## config.mk

```make
export PLATFORM = sky130hd
export DESIGN_NAME = binary_to_decimal_ascii_unit
export DESIGN_NICKNAME = d
export VERILOG_FILES = /design/src/sv/b2da_pkg.sv /design/src/sv/b2da_dabble_stage.sv /design/src/sv/b2da_serializer.sv /design/src/sv/binary_to_decimal_ascii_unit.sv
export SDC_FILE = /design/constraint.sdc
export NUM_CORES = 1
export LEC_CHECK = 0
export ABC_CLOCK_PERIOD_IN_PS = 19300
export BUFFER_PORTS_ARGS = -buffer_cell sky130_fd_sc_hd__buf_2
export CORE_MARGIN = 2
export CORE_UTILIZATION = 40
export DETAILED_ROUTE_END_ITERATION = 7
export GPL_TIMING_DRIVEN = 0
export SLEW_MARGIN = 20
export SYNTH_ARGS = -nofsm -noshare
export SYNTH_HDL_FRONTEND = slang
export SYNTH_SLANG_ARGS = --single-unit
```

## constraint.sdc

```tcl
create_clock -name aclk -period 19.3 [get_ports aclk]
set_input_delay 2.895 -clock aclk [delete_from_list [all_inputs] [get_ports aclk]]
set_output_delay 2.895 -clock aclk [all_outputs]
set_load 0.02 [all_outputs]
```

## src/sv/b2da_pkg.sv

```systemverilog
// types, constants and the shift-and-add-3 step shared by the
// binary to decimal ascii unit; no dependencies
package b2da_pkg;

    localparam int VALUE_W      = 32;
    localparam int MIN_W        = 4;
    localparam int CHAR_W       = 6;
    localparam int DIGIT_W      = 4;
    localparam int VALUE_DIGITS = 10;
    localparam int BCD_W        = VALUE_DIGITS * DIGIT_W;
    localparam int MIN_MAX      = (1 << MIN_W) - 1;

    // double-dabble split: STEP_BITS bits per stage, NUM_STAGES stages
    localparam int STEP_BITS    = 8;
    localparam int NUM_STAGES   = VALUE_W / STEP_BITS;

    localparam logic [CHAR_W-1:0] CHAR_ZERO = CHAR_W'(48);

    // input transfer
    typedef struct packed {
        logic [VALUE_W-1:0] value;
        logic [MIN_W-1:0]   min_digits;
    } in_t;

    // result transfer, one per character
    typedef struct packed {
        logic [CHAR_W-1:0] digit_char;
        logic              is_last;
    } out_t;

    // word carried down the conversion pipeline
    typedef struct packed {
        logic [BCD_W-1:0]   bcd;
        logic [VALUE_W-1:0] bin;
        logic [MIN_W-1:0]   min_digits;
    } dabble_t;

    // one shift-and-add-3 step: correct every digit, then shift in one bit
    function automatic logic [BCD_W-1:0] dabble_shift(input logic [BCD_W-1:0] bcd,
                                                      input logic bit_in);
        logic [BCD_W-1:0] adj;
        adj = bcd;
        for (int d = 0; d < VALUE_DIGITS; d++) begin
            if (adj[d*DIGIT_W +: DIGIT_W] >= DIGIT_W'(5)) begin
                adj[d*DIGIT_W +: DIGIT_W] = adj[d*DIGIT_W +: DIGIT_W] + DIGIT_W'(3);
            end
        end
        return {adj[BCD_W-2:0], bit_in};
    endfunction

endpackage

```

## src/sv/b2da_dabble_stage.sv

```systemverilog
// one register stage of the binary to bcd pipeline, STEP_BITS shift steps
// depends on b2da_pkg
module b2da_dabble_stage (
    input  logic              aclk,
    input  logic              aresetn,
    input  logic              in_valid,
    output logic              in_ready,
    input  b2da_pkg::dabble_t in_data,
    output logic              out_valid,
    input  logic              out_ready,
    output b2da_pkg::dabble_t out_data
);
    import b2da_pkg::*;

    logic    valid_reg;
    dabble_t data_reg;
    dabble_t data_next;

    // stage takes a transfer when empty or when its content moves on
    assign in_ready  = !valid_reg || out_ready;
    assign out_valid = valid_reg;
    assign out_data  = data_reg;

    // consume the next STEP_BITS bits, msb first
    always_comb begin
        data_next = in_data;
        for (int i = 0; i < STEP_BITS; i++) begin
            data_next.bcd = dabble_shift(data_next.bcd, data_next.bin[VALUE_W-1]);
            data_next.bin = {data_next.bin[VALUE_W-2:0], 1'b0};
        end
    end

    // valid bit
    always_ff @(posedge aclk) begin
        if (!aresetn) begin
            valid_reg <= 1'b0;
        end else if (in_ready) begin
            valid_reg <= in_valid;
        end
    end

    // payload
    always_ff @(posedge aclk) begin
        if (in_valid && in_ready) begin
            data_reg <= data_next;
        end
    end

    // a stalled stage keeps its word
    a_stall_holds: assert property (@(posedge aclk) disable iff (!aresetn)
        valid_reg && !out_ready |=> valid_reg && $stable(data_reg))
        else $error("stalled dabble stage lost or changed its word");

    a_load_fills: assert property (@(posedge aclk) disable iff (!aresetn)
        in_valid && in_ready |=> valid_reg)
        else $error("accepted word did not occupy the dabble stage");

    a_drain_empties: assert property (@(posedge aclk) disable iff (!aresetn)
        valid_reg && out_ready && !in_valid |=> !valid_reg)
        else $error("dabble stage still full after its word moved on");

endmodule

```

## src/sv/b2da_serializer.sv

```systemverilog
// sizes the digit run of a converted number and emits one ascii character
// per cycle while m_ready allows, via an output register; depends on b2da_pkg
module b2da_serializer #(
    parameter int MAX_DIGITS = 10
) (
    input  logic              aclk,
    input  logic              aresetn,
    input  logic              in_valid,
    output logic              in_ready,
    input  b2da_pkg::dabble_t in_data,
    output logic              m_valid,
    input  logic              m_ready,
    output b2da_pkg::out_t    m_data
);
    import b2da_pkg::*;

    localparam int RUN_CAP   = (VALUE_DIGITS > MIN_MAX) ? VALUE_DIGITS : MIN_MAX;
    localparam int TOTAL_MAX = (MAX_DIGITS < RUN_CAP) ? MAX_DIGITS : RUN_CAP;
    localparam int POS_W     = (TOTAL_MAX > 1) ? $clog2(TOTAL_MAX) : 1;
    localparam int CNT_LIM   = (MAX_DIGITS > RUN_CAP) ? MAX_DIGITS : RUN_CAP;
    localparam int CNT_W     = $clog2(CNT_LIM + 1);

    logic                                   active_reg;
    logic [POS_W-1:0]                       pos_reg;
    logic [VALUE_DIGITS-1:0][DIGIT_W-1:0]   digits_reg;
    logic                                   m_valid_reg;
    out_t                                   m_data_reg;

    logic             emit;
    logic             last_now;
    logic             load;
    logic [CNT_W-1:0] n_raw;
    logic [CNT_W-1:0] n_cap;
    logic [CNT_W-1:0] min_cap;
    logic [CNT_W-1:0] total;
    logic [3:0]       sel;
    logic [CHAR_W-1:0] char_val;

    // output register free or draining, and a run in progress
    assign emit     = active_reg && (!m_valid_reg || m_ready);
    assign last_now = (pos_reg == '0);
    assign in_ready = !active_reg || (emit && last_now);
    assign load     = in_valid && in_ready;

    assign m_valid  = m_valid_reg;
    assign m_data   = m_data_reg;

    // run length: significant digits and minimum, both capped
    always_comb begin
        n_raw = '0;
        for (int d = 0; d < VALUE_DIGITS; d++) begin
            if (in_data.bcd[d*DIGIT_W +: DIGIT_W] != '0) begin
                n_raw = CNT_W'(d + 1);
            end
        end
        n_cap   = (n_raw > CNT_W'(MAX_DIGITS)) ? CNT_W'(MAX_DIGITS) : n_raw;
        min_cap = (CNT_W'(in_data.min_digits) > CNT_W'(MAX_DIGITS)) ?
                  CNT_W'(MAX_DIGITS) : CNT_W'(in_data.min_digits);
        total   = (n_cap > min_cap) ? n_cap : min_cap;
    end

    // character at the current position, padding beyond the stored digits
    always_comb begin
        sel      = 4'(pos_reg);
        char_val = CHAR_ZERO;
        if (CNT_W'(pos_reg) < CNT_W'(VALUE_DIGITS)) begin
            char_val = CHAR_ZERO + CHAR_W'(digits_reg[sel]);
        end
    end

    // control
    always_ff @(posedge aclk) begin
        if (!aresetn) begin
            active_reg  <= 1'b0;
            m_valid_reg <= 1'b0;
        end else begin
            if (emit) begin
                m_valid_reg <= 1'b1;
            end else if (m_ready) begin
                m_valid_reg <= 1'b0;
            end
            if (load) begin
                active_reg <= (total != '0);
            end else if (emit && last_now) begin
                active_reg <= 1'b0;
            end
        end
    end

    // payload, a load overrides the countdown
    always_ff @(posedge aclk) begin
        if (emit) begin
            m_data_reg.digit_char <= char_val;
            m_data_reg.is_last    <= last_now;
        end
        if (load) begin
            digits_reg <= in_data.bcd;
            pos_reg    <= POS_W'(total - CNT_W'(1));
        end else if (emit) begin
            pos_reg    <= pos_reg - POS_W'(1);
        end
    end

    a_pos_bound: assert property (@(posedge aclk) disable iff (!aresetn)
        active_reg |-> CNT_W'(pos_reg) < CNT_W'(TOTAL_MAX))
        else $error("character position beyond the longest run");

    a_more_follows: assert property (@(posedge aclk) disable iff (!aresetn)
        m_valid_reg && !m_data_reg.is_last |-> active_reg)
        else $error("non-final character with no run in progress");

    a_run_ends_marked: assert property (@(posedge aclk) disable iff (!aresetn)
        $fell(active_reg) |-> m_valid_reg && m_data_reg.is_last)
        else $error("run ended without a final character");

endmodule

```

## src/sv/binary_to_decimal_ascii_unit.sv

```systemverilog
// Converts a 32-bit unsigned value to decimal ASCII characters, most
// significant first, left-padded with '0' to min_digits (capped at
// MAX_DIGITS), one character per m_ transfer with is_last on the final one;
// a zero value with a zero minimum produces no characters. The value passes
// through four shift-and-add-3 register stages of eight bits each, then the
// serializer, which registers the digits and then each character in its
// output register. The serializer emits one character per cycle while
// m_ready allows, holding a number until its last character is out, and
// new values keep entering the pipeline meanwhile. Depends on b2da_pkg,
// b2da_dabble_stage and b2da_serializer.
module binary_to_decimal_ascii_unit #(
    parameter int MAX_DIGITS = 10
) (
    input  logic            aclk,
    input  logic            aresetn,
    input  logic            s_valid,
    output logic            s_ready,
    input  b2da_pkg::in_t   s_data,
    output logic            m_valid,
    input  logic            m_ready,
    output b2da_pkg::out_t  m_data
);
    import b2da_pkg::*;

    logic [NUM_STAGES:0] stg_valid;
    logic [NUM_STAGES:0] stg_ready;
    dabble_t             stg_data [NUM_STAGES+1];

    // pipeline entry: empty bcd, value to be shifted out msb first
    always_comb begin
        stg_data[0].bcd        = '0;
        stg_data[0].bin        = s_data.value;
        stg_data[0].min_digits = s_data.min_digits;
    end
    assign stg_valid[0] = s_valid;
    assign s_ready      = stg_ready[0];

    // conversion stages
    for (genvar g = 0; g < NUM_STAGES; g++) begin : g_stage
        b2da_dabble_stage u_stage (
            .aclk      (aclk),
            .aresetn   (aresetn),
            .in_valid  (stg_valid[g]),
            .in_ready  (stg_ready[g]),
            .in_data   (stg_data[g]),
            .out_valid (stg_valid[g+1]),
            .out_ready (stg_ready[g+1]),
            .out_data  (stg_data[g+1])
        );
    end

    // character output
    b2da_serializer #(
        .MAX_DIGITS (MAX_DIGITS)
    ) u_serializer (
        .aclk     (aclk),
        .aresetn  (aresetn),
        .in_valid (stg_valid[NUM_STAGES]),
        .in_ready (stg_ready[NUM_STAGES]),
        .in_data  (stg_data[NUM_STAGES]),
        .m_valid  (m_valid),
        .m_ready  (m_ready),
        .m_data   (m_data)
    );

endmodule

```

==> results.sh <==
export IMPL_num_fill_cells=6475
export IMPL_seqCellArea_sq_um=6580
export IMPL_drc=0
export IMPL_arrival_ps=7870
export IMPL_io_pins=49
export IMPL_grt_max_degree=27
export IMPL_slowest_delay_ps=660
export IMPL_grt_pass1_wl_mm=93.2
export IMPL_synth_cell_type_count=144
export IMPL_drive_above_1_share=0.125
export IMPL_cts_sinks=221
export IMPL_nNetsFinal=3510
export IMPL_synth_ff_type="edfxtp_1"
export IMPL_synth_compound_area_frac=0.313
export IMPL_cts_buffers=30
export IMPL_gr_total_overflow=0
export IMPL_worstSetupPathType="flop to flop"
export IMPL_gp_congestion=0.825
export IMPL_synth_most_common_cell="nor2_1"
export IMPL_drtIter0Drc=1194
export IMPL_hpwl_mm=41.1
export IMPL_syn_cell_area_sq_um=26800
export IMPL_start_util=0.406
export IMPL_crit_slowest_cell="o32ai_1"
export IMPL_avgSynthCellArea_sq_um=8.29
export IMPL_cts_hold_buf=0
export IMPL_die_h_um=263
export IMPL_fin_worst_skew_ps=25.0
export IMPL_fin_area_sq_um=29300
export IMPL_grt_pass1_vias=20900
export IMPL_endpoint_kind="flop"
export IMPL_clock_root_buffer="clkbuf_16"
export IMPL_synth_seq_cells=221
export IMPL_largest_reg_flops=166
export IMPL_rows=94
export IMPL_cap_violations=0
export IMPL_crit_buf_inv=7
export IMPL_grtUsageTotal=0.149
export IMPL_vias=23400
export IMPL_post_route_min_period_ps=7560
export IMPL_synth_commonest_cells="nor2_1, nand2_1, inv_1, edfxtp_1, o21ai_0"
export IMPL_worstMarginPinSlew_ps=997
export IMPL_antenna_found_initial=0
export IMPL_ys_warn_count=0
export IMPL_synthXorXnorAreaFrac=0.0425
export IMPL_cts_resized=0
export IMPL_path_clk_slew_ps=60
export IMPL_synthMuxAreaShare=0.0770
export IMPL_cts_buffer_depth=3
export IMPL_wl_per_cell_um=12.7
export IMPL_dieWidth_um=263
export IMPL_coreArea_sq_um=66000
export IMPL_postCtsSetupRepairBufs=0
export IMPL_synth_top_family_by_area="compound AO/OA/AOI/OAI gates"
export IMPL_cp_top_family="compound AO/OA/AOI/OAI gates"
export IMPL_dpl_cell_count=4149
export IMPL_crit_path_max_fanout=8
export IMPL_multi_input_area_sq_um=19000
export IMPL_setup_violations=0
export IMPL_setup_tns_ps=0
export IMPL_ant_nets=0
export IMPL_timing_final_crit_share=0.392
export IMPL_async_reset_ff_frac=0
export IMPL_synthSimpleGateAreaFrac=0.203
export IMPL_cts_tree="built"
export IMPL_syn_inst=3232
export IMPL_postPlaceCellArea_sq_um=28300
export IMPL_dieArea_sq_um=69000
export IMPL_yosys_top_cells_area="edfxtp_1, ha_1, o21ai_0"
export IMPL_drt_first_pass_iters=5
export IMPL_synth_edff_count=215
export IMPL_diodes=0
export IMPL_maxSlewHeadroom=0.333
export IMPL_min_delay_path_class="flop to flop"
export IMPL_hold_viol=0
export IMPL_rsz0062_at_grt="false"
export IMPL_slew_violations=0
export IMPL_numPortBuffers=46
export IMPL_htreeDepth=1
export IMPL_critical_path_startpoint_type="flop"
export IMPL_syn_to_final_growth_pct=9.52
export IMPL_seq_area_frac_synth=0.246
export IMPL_via_per_inst=5.58
export IMPL_status="completed"
export IMPL_synth_top_cell_area_share=0.241
export IMPL_required_ps=19610
export IMPL_wirelength_mm=53.6
export IMPL_max_freq_mhz=132
export IMPL_synth_top_cell_by_area="edfxtp_1"
export IMPL_synth_fa_ha_area_frac=0.0718
export IMPL_clock_latency_ps=590
export IMPL_stdcell_count=4205
==> layout by cell type (no fill, tap or decap), types with 55 or more instances in the layout <==
| cell type | Yosys | final |
|---|---|---|
| xnor2_1 | 61 | 61 |
| nand2b_1 | 78 | 78 |
| buf_2 | 22 | 68 |
| nor2_1 | 269 | 269 |
| ha_1 | 153 | 153 |
| clkbuf_1 | 55 | 58 |
| and2_1 | 56 | 55 |
| nor3_1 | 76 | 76 |
| nand3_1 | 87 | 87 |
| a21oi_1 | 209 | 209 |
| edfxtp_1 | 215 | 215 |
| mux2i_1 | 95 | 95 |
| inv_1 | 218 | 217 |
| nand2_1 | 249 | 249 |
| o21ai_0 | 214 | 214 |
==> area by class of cell <==
type,instances,area share
Clock inverter,23,0.00981
Buffer,90,0.0140
Timing Repair Buffer,52,0.0130
Clock buffer,33,0.0260
Inverter,230,0.0294
Sequential cell,221,0.224
Multi-Input combinational cell,2692,0.647
Tap cell,864,0.0369
==> metal layers <==
metal  up-vias  wire length (um)  GRT usage
met4         0               854     0.0280
li1      12400                 -          -
met1     10700             27600      0.209
met5         -                 0          0
met2       240             23800      0.250
met3        43              1320     0.0137
==> logic make-up after synthesis <==
logic type	count (synthesis)
AOI/OAI and AO/OA	1164
xor gates and xnor gates	113
adders and majority gates	154
buffers and inverters	320
DFF	221
muxes	178
other	1
and+or+nand+nor	1081
==> path summary, 6_finish.rpt <==
check / from / end / slack, ps / cells past startpoint
min: g_stage[0].u_stage.out_data[23]$_DFFE_PP_ / g_stage[1].u_stage.out_data[31]$_DFFE_PP_ / 420 / 0
min reg2reg: g_stage[0].u_stage.out_data[23]$_DFFE_PP_ / g_stage[1].u_stage.out_data[31]$_DFFE_PP_ / 420 / 0
max: g_stage[2].u_stage.out_data[64]$_DFFE_PP_ / g_stage[3].u_stage.out_data[74]$_DFFE_PP_ / 11740 / 36
max reg2reg: g_stage[2].u_stage.out_data[64]$_DFFE_PP_ / g_stage[3].u_stage.out_data[74]$_DFFE_PP_ / 11740 / 36
==> per-stage QoR <==
| step | utilization | hold slack [ps] | worst slack [ps] |
|---|---|---|---|
| finish | 0.445 | 416 | 11740 |
| global route | 0.445 | 425 | 10790 |
| CTS | 0.445 | 419 | 11720 |
| detailed placement | 0.429 | 405 | 11300 |
| global placement | 0.426 | 400 | 11070 |
| floorplan | - | 400 | 12050 |
==> worst reg2reg max path: cells and delay by family, from the launching register on <==
family | cells | cell delay, ps
compound gates | 10 | 2300
xor+xnor | 3 | 740
mux | 2 | 510
fa+ha+maj | 7 | 1580
buf+inv | 7 | 550
flops | 1 | 430
simple gates | 7 | 1180
Power is not shown: default switching activity piles up to over one toggle a cycle in this logic, so the estimate is an artifact.
